### config.mk
export PLATFORM = sky130hd
export DESIGN_NAME = block_peak_sum_squares
export DESIGN_NICKNAME = d
export VERILOG_FILES = /design/src/hdl/bpss_pkg.sv /design/src/hdl/block_peak_sum_squares.sv
export SDC_FILE = /design/constraint.sdc
export NUM_CORES = 2
export LEC_CHECK = 0
export BUFFER_PORTS_ARGS = -buffer_cell sky130_fd_sc_hd__buf_2
export CORE_AREA = 4 4 576 293
export DETAILED_ROUTE_END_ITERATION = 10
export DIE_AREA = 0 0 580 297
export PLACE_DENSITY = 0.52
export SLEW_MARGIN = 10
export SYNTH_ARGS = -nofsm -noshare
export SYNTH_HDL_FRONTEND = slang
export SYNTH_SLANG_ARGS = --single-unit
export TNS_END_PERCENT = 100
### constraint.sdc
create_clock -name clk -period 16.91 [get_ports clk]
set_clock_uncertainty 0.05 [all_clocks]
set_input_delay 2.5365 -clock clk [delete_from_list [all_inputs] [get_ports clk]]
set_output_delay 2.5365 -clock clk [all_outputs]
set_load 0.03 [all_outputs]
### src/hdl/bpss_pkg.sv
// Package for the block peak / sum-of-squares meter.
// Constants, register indexes and item types; no dependencies.
package bpss_pkg;

  localparam int MAX_CHANNELS = 8;
  localparam int CH_W         = 3;
  localparam int SAMPLE_WIDTH = 24;
  localparam int SUM_W        = 64;
  localparam int FRAME_W      = 24;
  localparam int CHAN_CFG_W   = 4;
  localparam int BITS_CFG_W   = 5;
  localparam int CFG_DATA_W   = 5;
  localparam int SQ_W         = 2 * SAMPLE_WIDTH;
  localparam int IN_DATA_W    = 24;
  localparam int IN_USER_W    = 4;
  localparam int OUT_DATA_W   = 112;
  localparam int OUT_USER_W   = 3;

  localparam logic [FRAME_W-1:0]      FRAME_MAX     = '1;
  localparam logic [SAMPLE_WIDTH-1:0] FULL_SCALE    = {1'b1, {(SAMPLE_WIDTH-1){1'b0}}};
  localparam logic [CHAN_CFG_W-1:0]   CHANNELS_RST  = 4'd2;
  localparam logic [BITS_CFG_W-1:0]   BITS_RST      = 5'd16;

  // configuration register indexes
  typedef enum logic {
    REG_CHANNELS_IN_USE = 1'b0,
    REG_SAMPLE_BITS     = 1'b1
  } reg_index_t;

  // whole-byte sample width after clamping
  typedef enum logic [1:0] {
    WIDTH_8  = 2'd1,
    WIDTH_16 = 2'd2,
    WIDTH_24 = 2'd3
  } width_code_t;

  typedef struct packed {
    logic                    block_start;
    logic [CH_W-1:0]         channel;
    logic [SAMPLE_WIDTH-1:0] pcm_word;
  } in_item_t;

  typedef struct packed {
    logic [FRAME_W-1:0]      frames_done;
    logic [SUM_W-1:0]        sum_squares;
    logic [SAMPLE_WIDTH-1:0] peak;
  } result_t;

endpackage

### src/hdl/block_peak_sum_squares.sv
// Block peak and sum-of-squares meter, top level.
// Pipeline: 2 register stages, the input register s1 and the result register;
// a request accepted into s1 moves on to the result register and m_tvalid when the output is not stalled.
// Throughput: one request per cycle while m_tready does not stall the output;
// the input register and the result register each hold one request, and the
// per-channel read-modify-write of the peak and sum stores happens between them.
// Reset (rst, synchronous): stores and frame count clear, channels_in_use=2,
// sample_bits=16, both pipeline slots empty.
module block_peak_sum_squares
  import bpss_pkg::*;
(
  input  logic                  clk,
  input  logic                  rst,
  // configuration write port
  input  logic                  cfg_we,
  input  logic                  cfg_index,
  input  logic [CFG_DATA_W-1:0] cfg_data,
  // input stream
  input  logic                  s_tvalid,
  output logic                  s_tready,
  input  logic [IN_DATA_W-1:0]  s_tdata,   // [23:0] pcm_word
  input  logic [IN_USER_W-1:0]  s_tuser,   // [2:0] channel, [3] block_start
  // result stream
  output logic                  m_tvalid,
  input  logic                  m_tready,
  output logic [OUT_DATA_W-1:0] m_tdata,   // [23:0] peak, [87:24] sum_squares,
                                           // [111:88] frames_done
  output logic [OUT_USER_W-1:0] m_tuser    // [2:0] out_channel
);

  // configuration
  logic [CHAN_CFG_W-1:0] channels_in_use;
  logic [BITS_CFG_W-1:0] sample_bits;

  always_ff @(posedge clk) begin
    if (rst) begin
      channels_in_use <= CHANNELS_RST;
      sample_bits     <= BITS_RST;
    end else if (cfg_we) begin
      unique case (reg_index_t'(cfg_index))
        REG_CHANNELS_IN_USE: channels_in_use <= cfg_data[CHAN_CFG_W-1:0];
        REG_SAMPLE_BITS:     sample_bits     <= cfg_data[BITS_CFG_W-1:0];
        default: ;
      endcase
    end
  end

  // Clamp byte count to 1..3; channel count to 1..MAX_CHANNELS, kept as
  // the index of the last channel of a frame.
  width_code_t   width_code;
  logic [CH_W-1:0] last_channel;

  always_comb begin
    if (sample_bits[4:3] == 2'd0) width_code = WIDTH_8;
    else                          width_code = width_code_t'(sample_bits[4:3]);

    if (channels_in_use == '0)
      last_channel = '0;
    else if (channels_in_use > CHAN_CFG_W'(MAX_CHANNELS))
      last_channel = CH_W'(MAX_CHANNELS - 1);
    else
      last_channel = CH_W'(channels_in_use - CHAN_CFG_W'(1));
  end

  // pipeline control: result register advances when empty or drained
  logic     s1_valid;
  in_item_t s1;
  logic     advance;

  assign advance  = !m_tvalid || m_tready;
  assign s_tready = !s1_valid || advance;

  always_ff @(posedge clk) begin
    if (rst) begin
      s1_valid <= 1'b0;
    end else if (s_tready) begin
      s1_valid <= s_tvalid;
    end
  end

  always_ff @(posedge clk) begin
    if (s_tready && s_tvalid) begin
      s1.pcm_word    <= s_tdata[SAMPLE_WIDTH-1:0];
      s1.channel     <= s_tuser[CH_W-1:0];
      s1.block_start <= s_tuser[CH_W];
    end
  end

  // Left-align the sample so its sign sits in the top bit; bits above
  // the effective width fall off. Magnitude of the most negative value
  // wraps to exactly full scale.
  logic [SAMPLE_WIDTH-1:0] aligned;
  logic [SAMPLE_WIDTH-1:0] mag;
  logic [SQ_W-1:0]         sq;

  always_comb begin
    unique case (width_code)
      WIDTH_8:  aligned = {s1.pcm_word[7:0], 16'd0};
      WIDTH_16: aligned = {s1.pcm_word[15:0], 8'd0};
      WIDTH_24: aligned = s1.pcm_word;
      default:  aligned = s1.pcm_word;
    endcase
    mag = aligned[SAMPLE_WIDTH-1] ? (~aligned + SAMPLE_WIDTH'(1)) : aligned;
    sq  = mag * mag;
  end

  // per-channel stores
  logic [SAMPLE_WIDTH-1:0] peak_store       [MAX_CHANNELS];
  logic [SUM_W-1:0]        square_sum_store [MAX_CHANNELS];
  logic [FRAME_W-1:0]      frame_count;

  // block start zeroes the base before this sample is folded in
  logic [SAMPLE_WIDTH-1:0] peak_base, peak_next;
  logic [SUM_W-1:0]        sum_base, sum_next;
  logic [SUM_W:0]          sum_wide;
  logic [FRAME_W-1:0]      frame_base, frame_count_next;

  always_comb begin
    peak_base  = s1.block_start ? '0 : peak_store[s1.channel];
    sum_base   = s1.block_start ? '0 : square_sum_store[s1.channel];
    frame_base = s1.block_start ? '0 : frame_count;

    peak_next = (mag > peak_base) ? mag : peak_base;
    sum_wide  = {1'b0, sum_base} + (SUM_W+1)'(sq);
    sum_next  = sum_wide[SUM_W] ? '1 : sum_wide[SUM_W-1:0];

    if (s1.channel == last_channel && frame_base != FRAME_MAX)
      frame_count_next = frame_base + FRAME_W'(1);
    else
      frame_count_next = frame_base;
  end

  logic take;
  assign take = s1_valid && advance;

  // the addressed channel takes its new figures; on block start the others clear
  always_ff @(posedge clk) begin
    if (rst) begin
      for (int i = 0; i < MAX_CHANNELS; i++) begin
        peak_store[i]       <= '0;
        square_sum_store[i] <= '0;
      end
      frame_count <= '0;
    end else if (take) begin
      for (int i = 0; i < MAX_CHANNELS; i++) begin
        if (CH_W'(i) == s1.channel) begin
          peak_store[i]       <= peak_next;
          square_sum_store[i] <= sum_next;
        end else if (s1.block_start) begin
          peak_store[i]       <= '0;
          square_sum_store[i] <= '0;
        end
      end
      frame_count <= frame_count_next;
    end
  end

  // result register
  result_t         res;
  logic [CH_W-1:0] res_channel;

  always_ff @(posedge clk) begin
    if (rst) begin
      m_tvalid <= 1'b0;
    end else if (advance) begin
      m_tvalid <= s1_valid;
    end
  end

  always_ff @(posedge clk) begin
    if (take) begin
      res.peak        <= peak_next;
      res.sum_squares <= sum_next;
      res.frames_done <= frame_count_next;
      res_channel     <= s1.channel;
    end
  end

  assign m_tdata = res;
  assign m_tuser = res_channel;

`ifndef SYNTHESIS
  a_rst_empty: assert property (@(posedge clk) rst |=> !m_tvalid && !s1_valid)
    else $error("pipeline not empty after reset");

  a_ready_when_empty: assert property (@(posedge clk) disable iff (rst)
    !s1_valid |-> s_tready)
    else $error("input stalled with empty input register");

  a_peak_range: assert property (@(posedge clk) disable iff (rst)
    m_tvalid |-> res.peak <= FULL_SCALE)
    else $error("peak above full scale");

  a_start_count: assert property (@(posedge clk) disable iff (rst)
    take && s1.block_start |=> res.frames_done <= FRAME_W'(1))
    else $error("frame count not cleared by block start");
`endif

endmodule
Yosys cells after proc, flatten, opt, wreduce, memory -nomap -nowiden
Memories as Yosys holds them, arrays and structs flattened. A register that Yosys moved wholly into a read port is not among the register bits.
Cells that the tools add are included.

storage, ports and cells
  register bits after elaboration = 178
  memory bits (writable) = 704
  bits of input ports = 39
  output and inout port bits = 117
  word-level logic and storage cells = 190
  memories kept = 2

operators by class
  add/subtract/negate cells = 4
  $mul = 1
  $lt $le $gt $ge = 2
  equal/unequal tests = 11
  multiplexer cells = 112
  bitwise gates (word level) = 34
  reduce and logical (&&, ||, !) cells = 12

memory list
  name              depth  bits a word  read ports  clocked after Yosys merged registers in  write ports  RTL line                       source
  square_sum_store  8      64           1           1                                        8            block_peak_sum_squares.sv:109  logic [SUM_W-1:0] square_sum_store [MAX_CHANNELS];
  peak_store        8      24           1           1                                        8            block_peak_sum_squares.sv:108  logic [SAMPLE_WIDTH-1:0] peak_store [MAX_CHANNELS];

operators with widths
  cell                     number
  $mux W64                 18
  $mux W24                 21
  $mux W1                  67
  $add A64 B48 Y65         1
  $add A24 B1 Y24 const B  2
  $mul A24 B24 Y48         1
  $pmux W24 S2             1
  $or A1 B1 Y1             32
  $gt A24 B24 Y1           1
  $ne A24 B24 Y1 const B   1
  $not A24 Y24             1
  $eq A3 B3 Y1 const A     4
  $mux W3                  4
  $eq A2 B3 Y1 const A     2
  $gt A4 B4 Y1 const B     1
  $logic_not A4 Y1         1
  $reduce_and A2 Y1        2
  $eq A1 B3 Y1 const A     1
  $eq A3 B3 Y1             1
  $logic_and A1 B1 Y1      3
  $logic_not A3 Y1         1
  $sub A3 B1 Y3 const B    1
  $eq A2 B1 Y1 const B     1
  $eq A2 B2 Y1 const B     1
  other kinds (5)          7

Logic depth before layout (Yosys ltp)
  word-level depth = 12
  depth in mapped cells = 42
  gate-level depth less buffers = 34

Worst setup path before layout
OpenSTA, ideal clock, no wires.

  path kind = flip-flop to flip-flop
  start point = reg sample_bits[3]
  end point = mem square_sum_store[0][62] (data pin)
  setup time = 0.265 ns
  data arrival time = 9.198 ns
  data required time = 16.595 ns
  setup slack = 7.397 ns
  stages on the path, launching flop included = 40
  path buffers = 8
  period minus slack after synthesis = 9.513 ns
  cell sequence = dfxtp_1 buf_2 buf_4 and2_1 buf_2 nand2_1 clkbuf_1 ha_1 inv_1 nor2_1 and2_1 a21oi_1 xnor2_1 buf_2 inv_1 buf_1 nor2_1 fa_1 [4 not listed] inv_1 fa_1 inv_1 fa_1 inv_1 fa_1 ha_1 buf_2 and4_1 nand2_1 or4b_1 o221ai_1 a211oi_1 o21ai_2 and2_1 a21bo_2 buf_2 nor2_1

RTL lines
  item                    RTL line                       source
  from (decl)             block_peak_sum_squares.sv:33   logic [BITS_CFG_W-1:0] sample_bits;
  from (signal assigned)  block_peak_sum_squares.sv:42   REG_SAMPLE_BITS: sample_bits <= cfg_data[BITS_CFG_W-1:0];
  to (decl)               block_peak_sum_squares.sv:109

Worst setup path in the final report
  start point = reg sample_bits[4]
  end point = reg res (netlist bit m_tdata[77]) (data pin)

on the way
  cells in the longest elaborated chain, start to end = 10
  elaborated cells on any way between the ends = 11
  classes of those cells = 2 x add/sub; 1 x mul; 2 x eq/ne; 4 x mux; 1 x bitwise; 1 x reduce/logical

ends and longest elaborated chain
  item                                          RTL line                       source
  $logic_not A2 Y1                              block_peak_sum_squares.sv:54   if (sample_bits[4:3] == 2'd0) width_code = WIDTH_8;
  $mux W2 *                                     block_peak_sum_squares.sv:54
  $eq A2 B2 Y1 or $eq A2 B1 Y1 (tied branches)  block_peak_sum_squares.sv:97   unique case (width_code)
  $pmux W24 S2 *                                block_peak_sum_squares.sv:97
  $not A24 Y24                                  block_peak_sum_squares.sv:103  mag = aligned[SAMPLE_WIDTH-1] ? (~aligned + SAMPLE_WIDTH'(1)) : aligned;
  $add A24 B1 Y24                               block_peak_sum_squares.sv:103
  $mux W24 *                                    block_peak_sum_squares.sv:103
  $mul A24 B24 Y48 *                            block_peak_sum_squares.sv:104  sq = mag * mag;
  $add A64 B48 Y65 *                            block_peak_sum_squares.sv:124  sum_wide = {1'b0, sum_base} + (SUM_W+1)'(sq);
  $mux W64 *                                    block_peak_sum_squares.sv:125  sum_next = sum_wide[SUM_W] ? '1 : sum_wide[SUM_W-1:0];
  via sum_next[53]                              block_peak_sum_squares.sv:114  logic [SUM_W-1:0] sum_base, sum_next;
  to (decl)                                     block_peak_sum_squares.sv:159  result_t res;

Mark *: on every way through the listed nets, which the timed path passes. The rest lies on a longest branch.
A chain may end at the register's enable or synchronous reset.

==> run metrics <==
Primary FF master, synth=edfxtp_1; Final Cycle Share=69.71%; EDFF count, synth=847; initial antenna violation count=12; Hold Fails Final Rpt=0; register area share after synthesis=45.85%; first-iteration detailed-routing DRC count=3484; post-layout min period=11.79 ns; All-Layer GR Usage=19.85%; DRT Pass-1 Iters=5; r2r setup slk=5.12 ns; Yosys top cell by area=edfxtp_1; Post-route DRC=0; worst reg2reg endpoint=m_tdata[77]; type of origin of the critical path=flop; Slowest cell on crit path=o31ai_1; final core occ=38.74%; Hold Path Class=reg2reg; final setup vio count=0; Mapped Cells=4856; Clk pin slew, worst setup/hold paths=0.07 ns; Required @ worst endpoint=17.29 ns; gpl congestion=0.9243; CTS max path bufs=3; Num CTS Buffers=87; fmax=84.83 MHz; maxcap violations=0; WHS Endpoint=frame_count[1]; post_cts resized=0; via count=37573; P&R area growth vs syn=10.98%; syn_area_per_cell=11.74 sq um; row cnt=105; post-CTS setup buffers=0; Worst slew margin=7.221%; clk sinks=882; Bufs and invs on worst path=7; most frequent cell on the critical path=fa_1; die width=580 microns; top post-synthesis cells by count=nor2_1 (962), edfxtp_1 (847), inv_1 (703), fa_1 (467), nand2_1 (271); first-pass GRT wire length=256100 microns; Root Driver=clkbuf_16; CP delay by family, top=adder cells; I/O Buffers=155; layout cells sized above 1=12.81%; dpl cells=7037; status=finished, final reports clean; WL per Instance=24.06 microns; CTS tree=done; FF+latch count, synth=882; top-area cell type share of the netlist area=44.62%; num ports=156; Max H-tree Level=3; Antenna Nets Post-Route=0; most common cell in the netlist=nor2_1; RSZ-0062 raised after global routing=false; CP arrival=12.16 ns; CP Max Fanout=31; Core Area=163300 sq um; Setup CP Type=reg2reg; Crit path largest cell delay=0.96 ns; vias per inst=5.217; Max Transition Viols Final=0; count of cell types in the netlist=88; hpwl dp=115900 microns; vias in the first global route=39079; die area=172300 sq um; final WL=173300 microns; largest net degree at the start of global routing=124; mapped cell area=57000 sq um; hold_sp=frame_count[1]; slew at the pin with the worst max-slew slack=1.353 ns; crit end category=flop; R2R Path Start=sample_bits[4]; Die Ht=297 microns; total gr overflow=0; reg2reg path depth=32; asr flop ratio synth=0%; Final Net Count=5642; Initial Util=34.90%; most area-consuming cells after synthesis=edfxtp_1 (45%), fa_1 (16%), mux4_2 (7.1%), nor2_1 (6.3%), inv_1 (4.6%); Hold Crit Depth=2; hold_buf cts=0; worst skew pair latency=0.72 ns; setup TNS=0 ns; Synth Warn #=0; Post-Layout Cell Count=7202
==> state kept, by name, summed over array words and instances (netlist names), named ones only <==
register / count
square_sum_store: 512
peak_store: 192
m_tdata: 112
s1: 28
frame_count: 24
channels_in_use: 4
m_tuser: 3
sample_bits: 2
m_tvalid: 1
s1_valid: 1
==> metrics by stage <==
| step | setup slack, ns | hold WS [ns] | area, sq um |
|---|---|---|---|
| after floorplan | 7.397 | 0.3744 | 57060 |
| after global placement | 5.165 | 0.3980 | 60340 |
| after detailed placement | 5.112 | 0.4270 | 60340 |
| after CTS | 5.110 | 0.4362 | 63230 |
| after global routing | 4.584 | 0.4567 | 63240 |
| final | 5.122 | 0.4278 | 63260 |
==> worst reg2reg max path: cells and delay by family, from the launching register on <==
kind,cells,cell delay (ns)
and+or+nand+nor,9,1.96
xor gates and xnor gates,1,0.69
adders and majority gates,9,3.86
AOI/OAI and AO/OA,6,2.81
DFF,1,0.62
buffers and inverters,7,1.56
==> placed cells by master, fill, tap and decap left out, drive strengths merged, types with 125 or more instances in the layout <==
| cell type | n |
|---|---|
| mux2i | 125 |
| edfxtp | 847 |
| mux4 | 180 |
| fa | 467 |
| a21oi | 186 |
| inv | 713 |
| ha | 203 |
| buf | 231 |
| nand2 | 274 |
| nor2 | 971 |
==> routing by layer <==
layer / wire length [microns] / share of wire, % / vias to the layer above / global-route usage [%]
li1: - / - / 16428 / -
met1: 75350 / 43 / 19607 / 27.61
met2: 79470 / 46 / 1318 / 31.19
met3: 14300 / 8.3 / 212 / 5.001
met4: 4071 / 2.3 / 8 / 4.782
met5: 60 / 0.035 / - / 0
==> how the worst max path moves through the flow <==
stage,from,to,slack (ns),depth (start not counted)
after global placement,sample_bits[3],m_tdata[47],5.16,35
after detailed placement,sample_bits[3],m_tdata[49],5.11,35
after global routing,sample_bits[3],square_sum_store[5][57],4.58,31
after CTS,sample_bits[3],square_sum_store[2][24],5.11,35
final,sample_bits[4],m_tdata[77],5.12,32
after floorplan,sample_bits[3],square_sum_store[0][62],7.40,39
==> kinds of logic after synthesis <==
family,share of synthesized area (%)
multiplexers,9.590
other,0.01318
AO/OA/AOI/OAI,4.750
adder cells (fa/ha/maj),20.88
XOR/XNOR,1.453
flip-flops,45.85
AND/OR/NAND/NOR,10.84
buffers and inverters,6.629
==> cell type report <==
class | count | area, sq um
Clock inverter | 58 | 665.6
Inverter | 713 | 2681
Timing Repair Buffer | 231 | 1371
Sequential cell | 882 | 26150
Multi-Input combinational cell | 3018 | 27400
Tap cell | 2193 | 2744
Clock buffer | 101 | 2230
Antenna cell | 6 | 15.01
Fill cell | 15802 | 100000
Power is left out: the tool's default activity adds up to more than one toggle a clock period on the data nets, which glitch-free logic cannot reach.
